### src/rtl/core/gwm_pkg.sv
// shared types and constants for the glob wildcard matcher
`default_nettype none

package gwm_pkg;

   localparam int unsigned MAX_PATTERN_DEF = 32;

   localparam logic [7:0] STAR_BYTE = 8'h2A;
   localparam logic [7:0] ANY_BYTE  = 8'h3F;

   localparam int unsigned QUEUE_DEPTH = 4;
   localparam int unsigned QPTR_W      = $clog2(QUEUE_DEPTH);
   localparam int unsigned QCNT_W      = $clog2(QUEUE_DEPTH + 1);

   typedef enum logic [1:0] {
      CMD_CLEAR  = 2'd0,
      CMD_APPEND = 2'd1,
      CMD_TEXT   = 2'd2,
      CMD_END    = 2'd3
   } cmd_type;

   typedef struct packed {
      logic clear;
      logic append;
      logic text;
      logic finish;
   } op_type;

   typedef struct packed {
      op_type     op;
      logic [7:0] data;
      logic       is_star;
      logic       is_any;
   } item_type;

endpackage

`default_nettype wire

### src/rtl/core/glob_wildcard_matcher.sv
// top level of the glob wildcard matcher
//
// Request channel (req_valid / req_stall) carries one command per transaction:
// clear pattern, append pattern byte, text byte or end of text. A pattern of
// up to MAX_PATTERN bytes is loaded with appends ('*' any run, '?' any byte);
// extra bytes are dropped and flagged. Text bytes then stream in, and end of
// text returns one response transaction (rsp_valid / rsp_stall) with
// rsp_matched and rsp_pattern_overflow, after which the text state restarts.
// Any append also restarts the text state.
// Throughput: one transaction per cycle while req_stall is low; each text byte
// updates all pattern positions at once in a single bit-parallel step of the
// position vector. An end-of-text transaction waits in the four-entry queue,
// then is popped into the result register that drives rsp_valid; earlier
// queued items and a stalled response can hold it in the queue.
// Reset empties the pattern, clears the overflow flag, empties the queue and
// drops any pending response. While rsp_stall is high the response holds,
// later non-ending commands keep executing until another end of text reaches
// the queue head, and once the queue fills req_stall is raised.
`default_nettype none

module glob_wildcard_matcher #(
   parameter int unsigned MAX_PATTERN = gwm_pkg::MAX_PATTERN_DEF
) (
   input  wire logic       clock,
   input  wire logic       reset,
   input  wire logic       req_valid,
   output logic            req_stall,
   input  wire logic [1:0] req_command,
   input  wire logic [7:0] req_byte_value,
   output logic            rsp_valid,
   input  wire logic       rsp_stall,
   output logic            rsp_matched,
   output logic            rsp_pattern_overflow
);

   logic              queue_full;
   logic              push;
   logic              pop;
   logic              head_valid;
   gwm_pkg::item_type push_item;
   gwm_pkg::item_type head_item;

   gwm_front u_front (
      .req_valid      (req_valid),
      .req_stall      (req_stall),
      .req_command    (req_command),
      .req_byte_value (req_byte_value),
      .queue_full     (queue_full),
      .push           (push),
      .push_item      (push_item)
   );

   gwm_queue u_queue (
      .clock      (clock),
      .reset      (reset),
      .push       (push),
      .push_item  (push_item),
      .full       (queue_full),
      .pop        (pop),
      .head_valid (head_valid),
      .head_item  (head_item)
   );

   gwm_back #(
      .MAX_PATTERN (MAX_PATTERN)
   ) u_back (
      .clock                (clock),
      .reset                (reset),
      .head_valid           (head_valid),
      .head_item            (head_item),
      .pop                  (pop),
      .rsp_valid            (rsp_valid),
      .rsp_stall            (rsp_stall),
      .rsp_matched          (rsp_matched),
      .rsp_pattern_overflow (rsp_pattern_overflow)
   );

endmodule

`default_nettype wire

### src/rtl/core/gwm_front.sv
// front end: accepts request transactions and classifies them for the queue
`default_nettype none

module gwm_front (
   input  wire logic              req_valid,
   output logic                   req_stall,
   input  wire logic [1:0]        req_command,
   input  wire logic [7:0]        req_byte_value,
   input  wire logic              queue_full,
   output logic                   push,
   output gwm_pkg::item_type      push_item
);

   gwm_pkg::op_type op;

   always_comb begin
      op = '0;
      case (gwm_pkg::cmd_type'(req_command))
         gwm_pkg::CMD_CLEAR:  op.clear  = 1'b1;
         gwm_pkg::CMD_APPEND: op.append = 1'b1;
         gwm_pkg::CMD_TEXT:   op.text   = 1'b1;
         gwm_pkg::CMD_END:    op.finish = 1'b1;
         default:             op        = '0;
      endcase
   end

   assign req_stall = queue_full;
   assign push      = req_valid & ~queue_full;

   // star and any-byte flags are worked out here so the back end only stores them
   always_comb begin
      push_item.op      = op;
      push_item.data    = req_byte_value;
      push_item.is_star = (req_byte_value == gwm_pkg::STAR_BYTE);
      push_item.is_any  = (req_byte_value == gwm_pkg::ANY_BYTE);
   end

endmodule

`default_nettype wire

### src/rtl/core/gwm_queue.sv
// short fifo between the front end and the back end
`default_nettype none

module gwm_queue (
   input  wire logic              clock,
   input  wire logic              reset,
   input  wire logic              push,
   input  gwm_pkg::item_type      push_item,
   output logic                   full,
   input  wire logic              pop,
   output logic                   head_valid,
   output gwm_pkg::item_type      head_item
);

   gwm_pkg::item_type                entries_ff [gwm_pkg::QUEUE_DEPTH];
   logic [gwm_pkg::QPTR_W-1:0]       wr_ptr_ff, wr_ptr_in;
   logic [gwm_pkg::QPTR_W-1:0]       rd_ptr_ff, rd_ptr_in;
   logic [gwm_pkg::QCNT_W-1:0]       count_ff, count_in;

   assign full       = (count_ff == gwm_pkg::QCNT_W'(gwm_pkg::QUEUE_DEPTH));
   assign head_valid = (count_ff != '0);
   assign head_item  = entries_ff[rd_ptr_ff];

   always_comb begin
      wr_ptr_in = push ? wr_ptr_ff + 1'b1 : wr_ptr_ff;
      rd_ptr_in = pop  ? rd_ptr_ff + 1'b1 : rd_ptr_ff;
      case ({push, pop})
         2'b10:   count_in = count_ff + 1'b1;
         2'b01:   count_in = count_ff - 1'b1;
         default: count_in = count_ff;
      endcase
   end

   always_ff @(posedge clock) begin
      if (reset) begin
         wr_ptr_ff <= '0;
         rd_ptr_ff <= '0;
         count_ff  <= '0;
      end else begin
         wr_ptr_ff <= wr_ptr_in;
         rd_ptr_ff <= rd_ptr_in;
         count_ff  <= count_in;
      end
   end

   always_ff @(posedge clock) begin
      if (push) begin
         entries_ff[wr_ptr_ff] <= push_item;
      end
   end

endmodule

`default_nettype wire

### src/rtl/core/gwm_back.sv
// back end: pattern store, reachable-position vector and result register
`default_nettype none

module gwm_back #(
   parameter int unsigned MAX_PATTERN = gwm_pkg::MAX_PATTERN_DEF
) (
   input  wire logic              clock,
   input  wire logic              reset,
   input  wire logic              head_valid,
   input  gwm_pkg::item_type      head_item,
   output logic                   pop,
   output logic                   rsp_valid,
   input  wire logic              rsp_stall,
   output logic                   rsp_matched,
   output logic                   rsp_pattern_overflow
);

   localparam int unsigned RW    = MAX_PATTERN + 1;
   localparam int unsigned LEN_W = $clog2(RW);
   localparam int unsigned IDX_W = (MAX_PATTERN > 1) ? $clog2(MAX_PATTERN) : 1;
   localparam int unsigned LVL   = $clog2(RW);

   logic [7:0]             store_ff [MAX_PATTERN];
   logic [MAX_PATTERN-1:0] star_ff;
   logic [MAX_PATTERN-1:0] any_ff;
   logic [MAX_PATTERN-1:0] len_mask_ff, len_mask_in;
   logic [LEN_W-1:0]       len_ff, len_in;
   logic                   ovf_ff, ovf_in;
   logic [RW-1:0]          reach_ff, reach_in;
   logic                   rsp_valid_ff, rsp_valid_in;
   logic                   rsp_matched_ff, rsp_matched_in;
   logic                   rsp_ovf_ff, rsp_ovf_in;

   logic [MAX_PATTERN-1:0] hit;
   logic [MAX_PATTERN-1:0] star_eff;
   logic [RW-1:0]          g_lvl [LVL+1];
   logic [RW-1:0]          p_lvl [LVL+1];
   logic [RW-1:0]          closed;
   logic [RW-1:0]          advanced;
   logic                   out_free;
   logic                   pat_full;
   logic                   finish_pop;
   logic [IDX_W-1:0]       wr_idx;

   assign star_eff = star_ff & len_mask_ff;
   assign pat_full = (len_ff == LEN_W'(MAX_PATTERN));
   assign wr_idx   = len_ff[IDX_W-1:0];

   always_comb begin
      for (int i = 0; i < MAX_PATTERN; i++) begin
         hit[i] = len_mask_ff[i] & ~star_ff[i] &
                  (any_ff[i] | (store_ff[i] == head_item.data));
      end
   end

   // closure over star runs as a parallel prefix, like a carry chain
   always_comb begin
      g_lvl[0] = reach_ff;
      p_lvl[0] = {star_eff, 1'b0};
      for (int k = 0; k < LVL; k++) begin
         g_lvl[k+1] = g_lvl[k] | (p_lvl[k] & (g_lvl[k] << (1 << k)));
         p_lvl[k+1] = p_lvl[k] & (p_lvl[k] << (1 << k));
      end
      closed = g_lvl[LVL];
   end

   // a star keeps its position, a matching byte moves one position on
   assign advanced = {closed[MAX_PATTERN-1:0] & hit, 1'b0} |
                     {1'b0, closed[MAX_PATTERN-1:0] & star_eff};

   assign out_free   = ~rsp_valid_ff | ~rsp_stall;
   assign pop        = head_valid & (~head_item.op.finish | out_free);
   assign finish_pop = pop & head_item.op.finish;

   always_comb begin
      len_mask_in    = len_mask_ff;
      len_in         = len_ff;
      ovf_in         = ovf_ff;
      reach_in       = reach_ff;
      rsp_matched_in = rsp_matched_ff;
      rsp_ovf_in     = rsp_ovf_ff;
      rsp_valid_in   = rsp_valid_ff & rsp_stall;
      if (pop) begin
         if (head_item.op.clear) begin
            len_mask_in = '0;
            len_in      = '0;
            ovf_in      = 1'b0;
            reach_in    = RW'(1);
         end else if (head_item.op.append) begin
            if (pat_full) begin
               ovf_in = 1'b1;
            end else begin
               len_mask_in[wr_idx] = 1'b1;
               len_in              = len_ff + 1'b1;
            end
            reach_in = RW'(1);
         end else if (head_item.op.text) begin
            reach_in = advanced;
         end else begin
            rsp_valid_in   = 1'b1;
            rsp_matched_in = closed[len_ff];
            rsp_ovf_in     = ovf_ff;
            reach_in       = RW'(1);
         end
      end
   end

   always_ff @(posedge clock) begin
      if (reset) begin
         len_mask_ff  <= '0;
         len_ff       <= '0;
         ovf_ff       <= 1'b0;
         reach_ff     <= RW'(1);
         rsp_valid_ff <= 1'b0;
      end else begin
         len_mask_ff  <= len_mask_in;
         len_ff       <= len_in;
         ovf_ff       <= ovf_in;
         reach_ff     <= reach_in;
         rsp_valid_ff <= rsp_valid_in;
      end
   end

   always_ff @(posedge clock) begin
      rsp_matched_ff <= rsp_matched_in;
      rsp_ovf_ff     <= rsp_ovf_in;
      if (pop && head_item.op.append && !pat_full) begin
         store_ff[wr_idx] <= head_item.data;
         star_ff[wr_idx]  <= head_item.is_star;
         any_ff[wr_idx]   <= head_item.is_any;
      end
   end

   assign rsp_valid            = rsp_valid_ff;
   assign rsp_matched          = rsp_matched_ff;
   assign rsp_pattern_overflow = rsp_ovf_ff;

   a_reach_restart: assert property (@(posedge clock) disable iff (reset)
      (pop && !head_item.op.text) |=> (reach_ff == RW'(1)))
      else $error("reach vector not restarted");

   a_ovf_full: assert property (@(posedge clock) disable iff (reset)
      ovf_ff |-> (len_ff == LEN_W'(MAX_PATTERN)))
      else $error("overflow set with pattern not full");

   a_len_mask: assert property (@(posedge clock) disable iff (reset)
      ($countones(len_mask_ff) == int'(len_ff)) &&
      ((len_mask_ff & (len_mask_ff + 1'b1)) == '0))
      else $error("length mask out of step with length");

   a_rsp_cause: assert property (@(posedge clock) disable iff (reset)
      $rose(rsp_valid_ff) |-> $past(finish_pop))
      else $error("response without end of text");

endmodule

`default_nettype wire

### config.mk
export PLATFORM = sky130hd
export DESIGN_NAME = glob_wildcard_matcher
export DESIGN_NICKNAME = d
export VERILOG_FILES = /design/src/rtl/core/gwm_pkg.sv /design/src/rtl/core/glob_wildcard_matcher.sv /design/src/rtl/core/gwm_front.sv /design/src/rtl/core/gwm_queue.sv /design/src/rtl/core/gwm_back.sv
export SDC_FILE = /design/constraint.sdc
export NUM_CORES = 1
export LEC_CHECK = 0
export BUFFER_PORTS_ARGS = -buffer_cell sky130_fd_sc_hd__buf_2
export CORE_MARGIN = 1.5
export CORE_UTILIZATION = 57
export DETAILED_ROUTE_END_ITERATION = 8
export MAX_ROUTING_LAYER = met4
export PLACE_DENSITY = 0.8
export SYNTH_ARGS = -nofsm -noshare
export SYNTH_HDL_FRONTEND = slang
export SYNTH_SLANG_ARGS = --single-unit
export TNS_END_PERCENT = 30
### constraint.sdc
create_clock -name clock -period 3.2 [get_ports clock]
set_input_delay 0.32 -clock clock [delete_from_list [all_inputs] [get_ports clock]]
set_output_delay 0.32 -clock clock [all_outputs]
set_load 0.02 [all_outputs]
==> results of run 1 <==
layer usage:
layer / share of wire [%] / vias up / track usage (%)
met5: 0 / - / -
met4: 2.9 / 0 / 8.813
met3: 6.9 / 126 / 3.671
met2: 48 / 624 / 45.47
met1: 42 / 6431 / 38.00
li1: - / 5870 / -
cells by family (layout without fill, tap and decap cells):
kind of cell / after synthesis / in the layout / share of synthesized area, %
flops: 460 / 460 / 65.05
simple gates: 404 / 404 / 10.36
compound gates: 269 / 269 / 8.326
xor+xnor: 264 / 264 / 11.58
buf+inv: 86 / 247 / 2.343
mux: 17 / 17 / 1.673
fa+ha+maj: 10 / 10 / 0.6641
cell usage after synthesis (all sizes together), types with 4 or more instances:
library cell	n	area [um^2]
edfxtp	378	11350
xor2	261	2286
nor2	140	525.5
a21oi	113	569.3
dfxtp	82	1642
nor4	70	444.2
nand2	65	249.0
o21ai	41	205.2
buf	37	284.0
a31oi	34	212.7
clkbuf	34	127.6
nor3	20	110.1
nand3	16	80.08
nand4	16	100.1
and2	15	93.84
inv	14	52.55
mux4	13	292.8
nor4b	13	120.1
a211oi	9	67.56
ha	9	112.6
o31ai	9	72.57
or3	9	61.31
a31o	8	70.07
nor2b	7	43.79
a22oi	6	45.04
and3	6	37.54
a32oi	5	43.79
nand2b	5	31.28
nand3b	5	37.54
nor3b	5	37.54
a221oi	4	35.03
o21bai	4	30.03
or2	4	27.53
or3b	4	35.04
sequential cells by signal, summed over array words and instances (netlist names), named ones only:
name and flops:
u_back.store_ff 256, u_queue.entries_ff 56, u_back.reach_ff 33, u_back.any_ff 32, u_back.len_mask_ff 32, u_back.star_ff 32
u_back.len_ff 6, u_queue.count_ff 3, u_queue.rd_ptr_ff 2, u_queue.wr_ptr_ff 2, u_back.ovf_ff 1, u_back.rsp_matched 1
u_back.rsp_pattern_overflow 1, u_back.rsp_valid 1
power groups by stage:
stage	sequential [mW]	clock (mW)	combinational, mW
3_5_place_dp	7.60	0	5.18
6_report	7.49	6.00	5.38
4_1_cts	7.48	6.04	5.24
2_1_floorplan	7.56	0	3.27
5_1_grt	7.50	6.29	5.76
3_3_place_gp	7.58	0	5.01
layout by cell type, fill, tap and decap left out, drive strengths merged, types with 6 or more instances in the layout:
| cell | instances |
|---|---|
| a211oi | 9 |
| a21oi | 113 |
| a22oi | 6 |
| a31o | 8 |
| a31oi | 34 |
| and2 | 15 |
| and3 | 6 |
| buf | 141 |
| bufinv | 11 |
| clkbuf | 59 |
| clkinv | 11 |
| dfxtp | 82 |
| edfxtp | 378 |
| ha | 9 |
| inv | 17 |
| mux4 | 13 |
| nand2 | 65 |
| nand3 | 16 |
| nand4 | 16 |
| nor2 | 140 |
| nor2b | 7 |
| nor3 | 20 |
| nor4 | 70 |
| nor4b | 13 |
| o21ai | 41 |
| o31ai | 9 |
| or3 | 9 |
| xor2 | 261 |
layout make-up:
| type | instances | area [um^2] | share of cell area [%] |
|---|---|---|---|
| multi-input cells | 964 | 6613 | 28.60 |
| inverters | 15 | 56.30 | 0.2435 |
| clock inverters | 27 | 452.9 | 1.959 |
| flip-flops and latches | 460 | 12990 | 56.20 |
| clock buffers | 59 | 1241 | 5.368 |
| well taps | 455 | 569.3 | 2.462 |
| repair buffers | 146 | 1195 | 5.168 |
final timing paths:
| path | from | end | slack [ns] | cells past startpoint |
|---|---|---|---|---|
| worst max-delay path | flop | u_back.reach_ff[8] | 0.04 | 11 |
| worst min register to register | u_back.ovf_ff | u_back.rsp_pattern_overflow | 0.45 | 0 |
| worst max register to register | flop | u_back.reach_ff[8] | 0.04 | 11 |
| worst min-delay path | req_byte_value[2] | u_queue.entries_ff[1][4] | 0.02 | 1 |
worst reg2reg max path, stage by stage, from the launching register on:
cell and delay, ns:
dfxtp_1 0.41, buf_4 0.24, mux4_4 0.69, buf_12 0.21
xor2_1 0.28, nor4_2 0.35, a21oi_1 0.14, a2111oi_1 0.42
a31oi_1 0.09, nor2_1 0.11, a21oi_1 0.06, nor2_1 0.09
timing repair:
item                                    4_1_cts  5_1_grt
resized for setup                             1       16
pin swaps                                     0        1
endpoints found under the setup margin        1       11
buffers inserted                              0        7
hold buffers                                  5        0
gates cloned                                  0        0
endpoints found under the hold margin        14        0
==> flow_summary.toml, run 1 <==
[worst_setup_path]
path_cells = "buf_4 -> mux4_4 -> buf_12 -> xor2_1 -> nor4_2 -> a21oi_1 -> a2111oi_1 -> a31oi_1 -> nor2_1 -> a21oi_1 -> nor2_1"
worstPathMaxFanout = 42
critPathCaptureType = "flop"
required_ns = 3.69
critPathBufInv = 2
crit_path_top_delay_cell = "mux4_4"
path_class = "reg2reg"
crit_family = "compound AO/OA/AOI/OAI gates"
crit_arrival_ns = 3.65
slowest_delay_ns = 0.69
worst_setup_path_start_kind = "flop"

[drt]
route.detailed.drc = 0
wl_per_cell_um = 23.18
wl_um = 49290
drt_pass1_iterations = 6
vias = 13051
viasPerCell = 6.139
ant_nets = 0
drt_iter0_drc = 1492

[clock_tree]
clkLatencyLatePin_ns = 0.57
tritoncts = "done"
clk_pin_slew_ns = 0.06
cts_buffers = 46
htreeDepth = 2
cts-root-buf = "clkbuf_16"
clock-sinks = 460
cts_max_path_buffers = 3

[synthesis]
netlist_area_um2 = 19970
avgSynthCellArea_um2 = 13.23
synth_fp_nets = 1534
ys_warn_count = 0
ys_types = 81
ys_ff_latch = 460
synthCells = 1510
async_flop_share_pct = 0
synth_edf_count = 378
synth_ff_type = "edfxtp_1"
ys_seq_area_share_pct = 65.05

[pwr]
power.internal_mw = 12.85
clock_power_share_pct = 31.8
p_leak_nw = 7.703
p_switching_mw = 6.012
p_seq_share_pct = 39.7
finalPower_mw = 18.87
p_comb_share_pct = 28.5
swShare_pct = 31.87
powerDensity_nw_per_um2 = 815.9
ir_worst_vdd_mv = 0.7860

[timing]
fin_skew_ns = 0.02620
setup_tns_ns = 0
hold_viol = 0
rsz0062_at_grt = "true"
slew_headroom_pct = 37.93
max_freq_mhz = 316.2
tightest_slew_ns = 0.9311
period_share_pct = 98.84
finalSetupViolCount = 0
holdWs_ns = 0.01900
layout_setup_ws_ns = 0.03720
final-max-slew-violation-count = 0
period_needed_ns = 3.163

[place]
pre_cts_ws_ns = 0.01499
port_buffers = 17
dp_hpwl_um = 31250
post_dp_cell_area_um2 = 21220
dp.cells = 2028
gp_congestion = 0.9691

[global_route]
grt_pass1_wl_um = 75530
grt_pass1_vias = 13091
grt_start_max_net_pins = 65
antenna_found_initial = 0
grt_usage_pct = 28.34
grt_overflow_total = 0

[die]
initial_core_util_pct = 57.82
fp.coreArea_um2 = 34540
placementRows = 68
fp.dieW_um = 190.2
dieArea_um2 = 36170
io_pins = 18
die_h_um = 190.2

[worst_hold_path]
hold_path.class = "in2reg"

[run]
drv_cap = 0

[cells_and_area]
finish.utilization_pct = 66.93
num-nets-final = 1657
n_antenna_cell = 0
design_area_um2 = 23120
drive_gt1_share_pct = 15.92
syn_to_final_growth_pct = 15.77
nFillCells = 2426
stdcell_count = 2126

[run_status]
status = "finished, final reports clean"
Power figures use the tool's default switching activity.
==> run 2: changes to the inputs <==
CORE_ASPECT_RATIO = 1.1   (was unset)
==> flow_summary.toml, run 2 (synthesized netlist as in run 1, its figures left out) <==
[run_status]
status = "finished, final reports clean"

[worst_setup_path]
r2r_start = "u_back.star_ff[0]"
reg2reg_to = "u_back.rsp_matched"
r2r_cells = 9
cp.depth = 9
critPathBufInv = 0
critPathCaptureType = "flop"
path_class = "reg2reg"
worstPathMaxFanout = 8
endpoint = "u_back.rsp_matched"
rrSetupSlack_ns = 0.00002
crit_family = "compound AO/OA/AOI/OAI gates"
required_ns = 3.46
slowest_delay_ns = 0.41
path_cells = "a31o_2 -> a31oi_1 -> o21ai_2 -> a211oi_1 -> o31a_1 -> nor3_1 -> nand4b_1 -> nor4_1 -> a32oi_2"
worst_setup_path_start_kind = "flop"
crit_path_top_delay_cell = "edfxtp_1"
worstSetupStartpoint = "u_back.star_ff[0]"
crit_arrival_ns = 3.46

[cells_and_area]
mostFrequentLayoutCells = "edfxtp_1, xor2_1, nor2_1"
design_area_um2 = 22930
n_antenna_cell = 0
drive_gt1_share_pct = 15.63
layout_commonest_cell = "edfxtp_1"
regMostFlops = "u_back.store_ff"
num-nets-final = 1659
syn_to_final_growth_pct = 14.82
largest_reg_flops = 256
reg_top3 = "u_back.store_ff (256), u_queue.entries_ff (56), u_back.reach_ff (33)"

[timing]
fin_skew_ns = 0.01972
setup_tns_ns = 0
period_needed_ns = 3.200
hold_viol = 0
slew_headroom_pct = 39.19
finalSetupViolCount = 0
period_share_pct = 100.0
rsz0062_at_grt = "true"
max_freq_mhz = 312.5
final-max-slew-violation-count = 0
layout_setup_ws_ns = 0.00002398
tightest_slew_ns = 0.9122

[die]
placementRows = 71
fp.dieW_um = 181.5
io_pins = 18
initial_core_util_pct = 58.09
dieArea_um2 = 36170
fp.coreArea_um2 = 34380
die_h_um = 199.3

[worst_hold_path]
worstHoldStart = "rsp_stall"
hold_path.class = "in2reg"

[clock_tree]
tritoncts = "done"
htreeDepth = 2
clk_pin_slew_ns = 0.06
clock-sinks = 460
cts-root-buf = "clkbuf_16"
clkLatencyLatePin_ns = 0.57
cts_buffers = 46
cts_max_path_buffers = 3

[global_route]
grt_start_max_net_pins = 38
grt_pass1_wl_um = 75150
antenna_found_initial = 0
grt_overflow_total = 0
grt_usage_pct = 28.23
grt_pass1_vias = 12822

[pwr]
powerDensity_nw_per_um2 = 793.7
p_leak_nw = 7.619
ir_worst_vdd_mv = 0.6602
finalPower_mw = 18.20

[place]
pre_cts_ws_ns = -0.02054
gp_congestion = 0.9811
port_buffers = 17
dp_hpwl_um = 32220
post_dp_cell_area_um2 = 21270

[drt]
vias = 13021
viasPerCell = 6.177
drt_pass1_iterations = 5
drt_iter0_drc = 1218
ant_nets = 0
route.detailed.drc = 0
wl_um = 49010
wl_per_cell_um = 23.25

[run]
drv_cap = 0
## run 2: changes by cell type in the layout (fill, tap and decap cells not counted), moves of 2 or more
| cell | previous run | this run |
|---|---|---|
| buf_4 | 113 | 116 |
| bufinv_16 | 11 | 5 |
| clkbuf_8 | 2 | 4 |
| clkinvlp_4 | 3 | 6 |
## run 2: worst min path at each step
stage | end | cells after the start
floorplan | u_back.rsp_pattern_overflow | 0
global placement | u_back.rsp_pattern_overflow | 0
detailed placement | u_back.rsp_pattern_overflow | 0
CTS | u_back.rsp_valid | 3
global route | u_queue.entries_ff[2][7] | 1
finish | u_back.rsp_valid | 3
## run 2: worst register-to-register path, delay by kind of cell, from the launching register on
family / cells / cell delay (ns)
and+or+nand+nor: 3 / 0.78
DFF: 1 / 0.41
AOI/OAI and AO/OA: 6 / 1.72
## run 2: final cells by class
type | count | area [um^2]
timing repair buffer | 148 | 1207
clock inverter | 22 | 265.3
fill | 2390 | 11450
clock buffer | 61 | 1247
sequential | 460 | 12990
tap | 438 | 548.0
multi-input combinational | 964 | 6614
inverter | 15 | 56.30
## run 2: what timing repair did
| action | CTS | global route |
|---|---|---|
| endpoints found under the hold margin | 16 | 0 |
| buffers inserted | 1 | 3 |
| hold buffers | 4 | 0 |
| setup endpoints to repair | 1 | 9 |
| pin swaps | 1 | 1 |
| gates resized for setup | 1 | 13 |
## run 2: power breakdown
group,total (mW),internal [mW],leakage [nW],switching (mW)
Clock,5.39,3.16,0.720,2.24
Sequential,7.47,7.35,4.08,0.119
Combinational,5.33,1.78,2.82,3.55
## run 2: metrics by stage
stage               util [%]  cells  hold slack, ns
finish                 66.70   2108         0.01107
global route           66.70   2108         0.01915
CTS                    66.43   2105        0.002412
detailed placement     61.88   2017          0.4242
global placement       61.88   2017          0.4232
floorplan                  -   1510          0.4090
## run 2: per-layer routing
metal,vias up,global-route usage (%),share of wire (%)
met5,-,-,0
met4,0,10.15,3.4
met3,124,3.317,6.4
met2,522,46.08,49
met1,6501,36.94,42
li1,5874,-,-
==> run 3: changes to the inputs <==
CORE_UTILIZATION = 45   (was 57)
PLACE_DENSITY = 0.67   (was 0.8)
==> flow_summary.toml, run 3 (synthesized netlist as in run 1, its figures left out) <==
[run_status]
status = "finished, final reports clean"

[cells_and_area]
largest_reg_flops = 256
mostFrequentLayoutCells = "edfxtp_1, xor2_1, nor2_1"
n_antenna_cell = 0
drive_gt1_share_pct = 14.89
nFillCells = 3620
layout_commonest_cell = "edfxtp_1"
num-nets-final = 1647
reg_top3 = "u_back.store_ff (256), u_queue.entries_ff (56), u_back.reach_ff (33)"
stdcell_count = 2233
regMostFlops = "u_back.store_ff"
syn_to_final_growth_pct = 15.20

[place]
dp.cells = 2145
gp_congestion = 0.9961
port_buffers = 17
dp_hpwl_um = 31530
pre_cts_ws_ns = -0.08431

[die]
fp.coreArea_um2 = 43540
dieArea_um2 = 45660
placementRows = 80
die_h_um = 224.0
fp.dieW_um = 203.9
io_pins = 18
initial_core_util_pct = 45.87

[drt]
wl_per_cell_um = 21.42
vias = 12539
wl_um = 47840
drt_iter0_drc = 1063
route.detailed.drc = 0
drt_pass1_iterations = 6
ant_nets = 0
viasPerCell = 5.615

[timing]
rsz0062_at_grt = "true"
tightest_slew_ns = 0.8768
fin_skew_ns = 0.01936
hold_viol = 0
slew_headroom_pct = 41.55
finalSetupViolCount = 0
max_freq_mhz = 315.2
layout_setup_ws_ns = 0.02754
period_needed_ns = 3.172
final-max-slew-violation-count = 0
period_share_pct = 99.14

[worst_setup_path]
cp_common_cell = "a31oi_1"
path_cells = "a31o_2 -> a31oi_1 -> buf_4 -> o21ai_2 -> a21boi_0 -> mux2i_1 -> a31oi_1 -> nand4b_1 -> nor4_1 -> a32oi_2"
cp.depth = 10
crit_family = "compound AO/OA/AOI/OAI gates"
path_class = "reg2reg"
r2r_cells = 10
crit_arrival_ns = 3.44
crit_path_top_delay_cell = "edfxtp_1"
required_ns = 3.46
worst_setup_path_start_kind = "flop"
slowest_delay_ns = 0.42
critPathCaptureType = "flop"
worstPathMaxFanout = 5
critPathBufInv = 1

[pwr]
power.internal_mw = 12.28
finalPower_mw = 17.99
p_seq_share_pct = 41.4
powerDensity_nw_per_um2 = 782.0
p_switching_mw = 5.710
p_comb_share_pct = 28.5
swShare_pct = 31.74
p_leak_nw = 7.576
ir_worst_vdd_mv = 0.4851
clock_power_share_pct = 30.1

[global_route]
antenna_found_initial = 0
busiest_layer = "met2"
grtUsageMet1_pct = 28.65
grt_usage_pct = 21.73
grt_overflow_total = 0
grtUsageMet3_pct = 2.517
grtUsageMet2_pct = 35.12
grt_pass1_wl_um = 73550
grt_pass1_vias = 12447
grt_start_max_net_pins = 44

[clock_tree]
tritoncts = "done"
post-cts-setup-buffers = 0
cts_max_path_buffers = 3
cts_buffers = 46
clk_pin_slew_ns = 0.06
clkLatencyLatePin_ns = 0.56
cts-root-buf = "clkbuf_16"
clock-sinks = 460
htreeDepth = 2

[run]
drv_cap = 0

[worst_hold_path]
worstHoldPathCells = 1
hold_path.class = "in2reg"
-- run 3: cell types whose count changed in the layout (fill, tap and decap cells not counted), moves of 2 or more --
cell / before / now
nor4_1: 64 / 66
clkbuf_16: 46 / 49
buf_4: 116 / 104
clkinvlp_4: 6 / 2
nor4_2: 6 / 4
clkinv_1: 4 / 8
clkinv_2: 5 / 7
-- run 3: worst register-to-register path: stages (launching register included) --
cell	delay, ns
edfxtp_1	0.42
a31o_2	0.30
a31oi_1	0.30
buf_4	0.18
o21ai_2	0.08
a21boi_0	0.38
mux2i_1	0.20
a31oi_1	0.26
nand4b_1	0.13
nor4_1	0.40
a32oi_2	0.22
-- run 3: path summary, 6_finish.rpt --
kind	startpoint	to	slack, ns
hold / removal	req_byte_value[4]	u_queue.entries_ff[2][6]	0.03
setup reg to reg	u_back.star_ff[0]	u_back.rsp_matched	0.03
hold reg to reg	u_back.reach_ff[4]	u_back.reach_ff[4]	0.47
setup / recovery	u_back.star_ff[0]	u_back.rsp_matched	0.03
-- run 3: area by class of cell --
class / instances / area, um^2 / share of cell area [%]
clock buffers: 63 / 1319 / 5.732
clock inverters: 21 / 205.2 / 0.8919
inverters: 15 / 56.30 / 0.2447
multi-input cells: 964 / 6599 / 28.68
flip-flops and latches: 460 / 12990 / 56.47
well taps: 574 / 718.2 / 3.122
repair buffers: 136 / 1117 / 4.856
-- run 3: timing repair --
item / CTS / global route
gates resized for setup: 2 / 10
hold buffers: 4 / 0
endpoints found under the hold margin: 12 / 0
setup endpoints to repair: 1 / 4
pin swaps: 0 / 1
-- run 3: power groups by stage --
stage               logic, mW  registers [mW]  clock network [mW]
floorplan                3.27            7.56                   0
global placement         5.05            7.56                   0
detailed placement       5.15            7.57                   0
CTS                      5.17            7.45                5.52
global route             5.60            7.46                5.72
finish                   5.13            7.45                5.41
-- run 3: routing by layer --
| layer | part of all wire (%) | vias up |
|---|---|---|
| li1 | - | 5844 |
| met1 | 44 | 6235 |
| met2 | 49 | 363 |
| met3 | 4.5 | 97 |
| met4 | 2.9 | 0 |
| met5 | 0 | - |
-- run 3: per-stage QoR --
step                hold slack, ns  setup TNS [ns]  utilization, %  cell area (um^2)
global route               0.01263        -0.01513           52.84             23010
floorplan                   0.4090               0               -             19970
detailed placement          0.4602        -0.08431           49.11             21380
finish                     0.02588               0           52.84             23010
global placement            0.4509         -0.1525           49.11             21380
CTS                       0.001283               0           52.72             22960
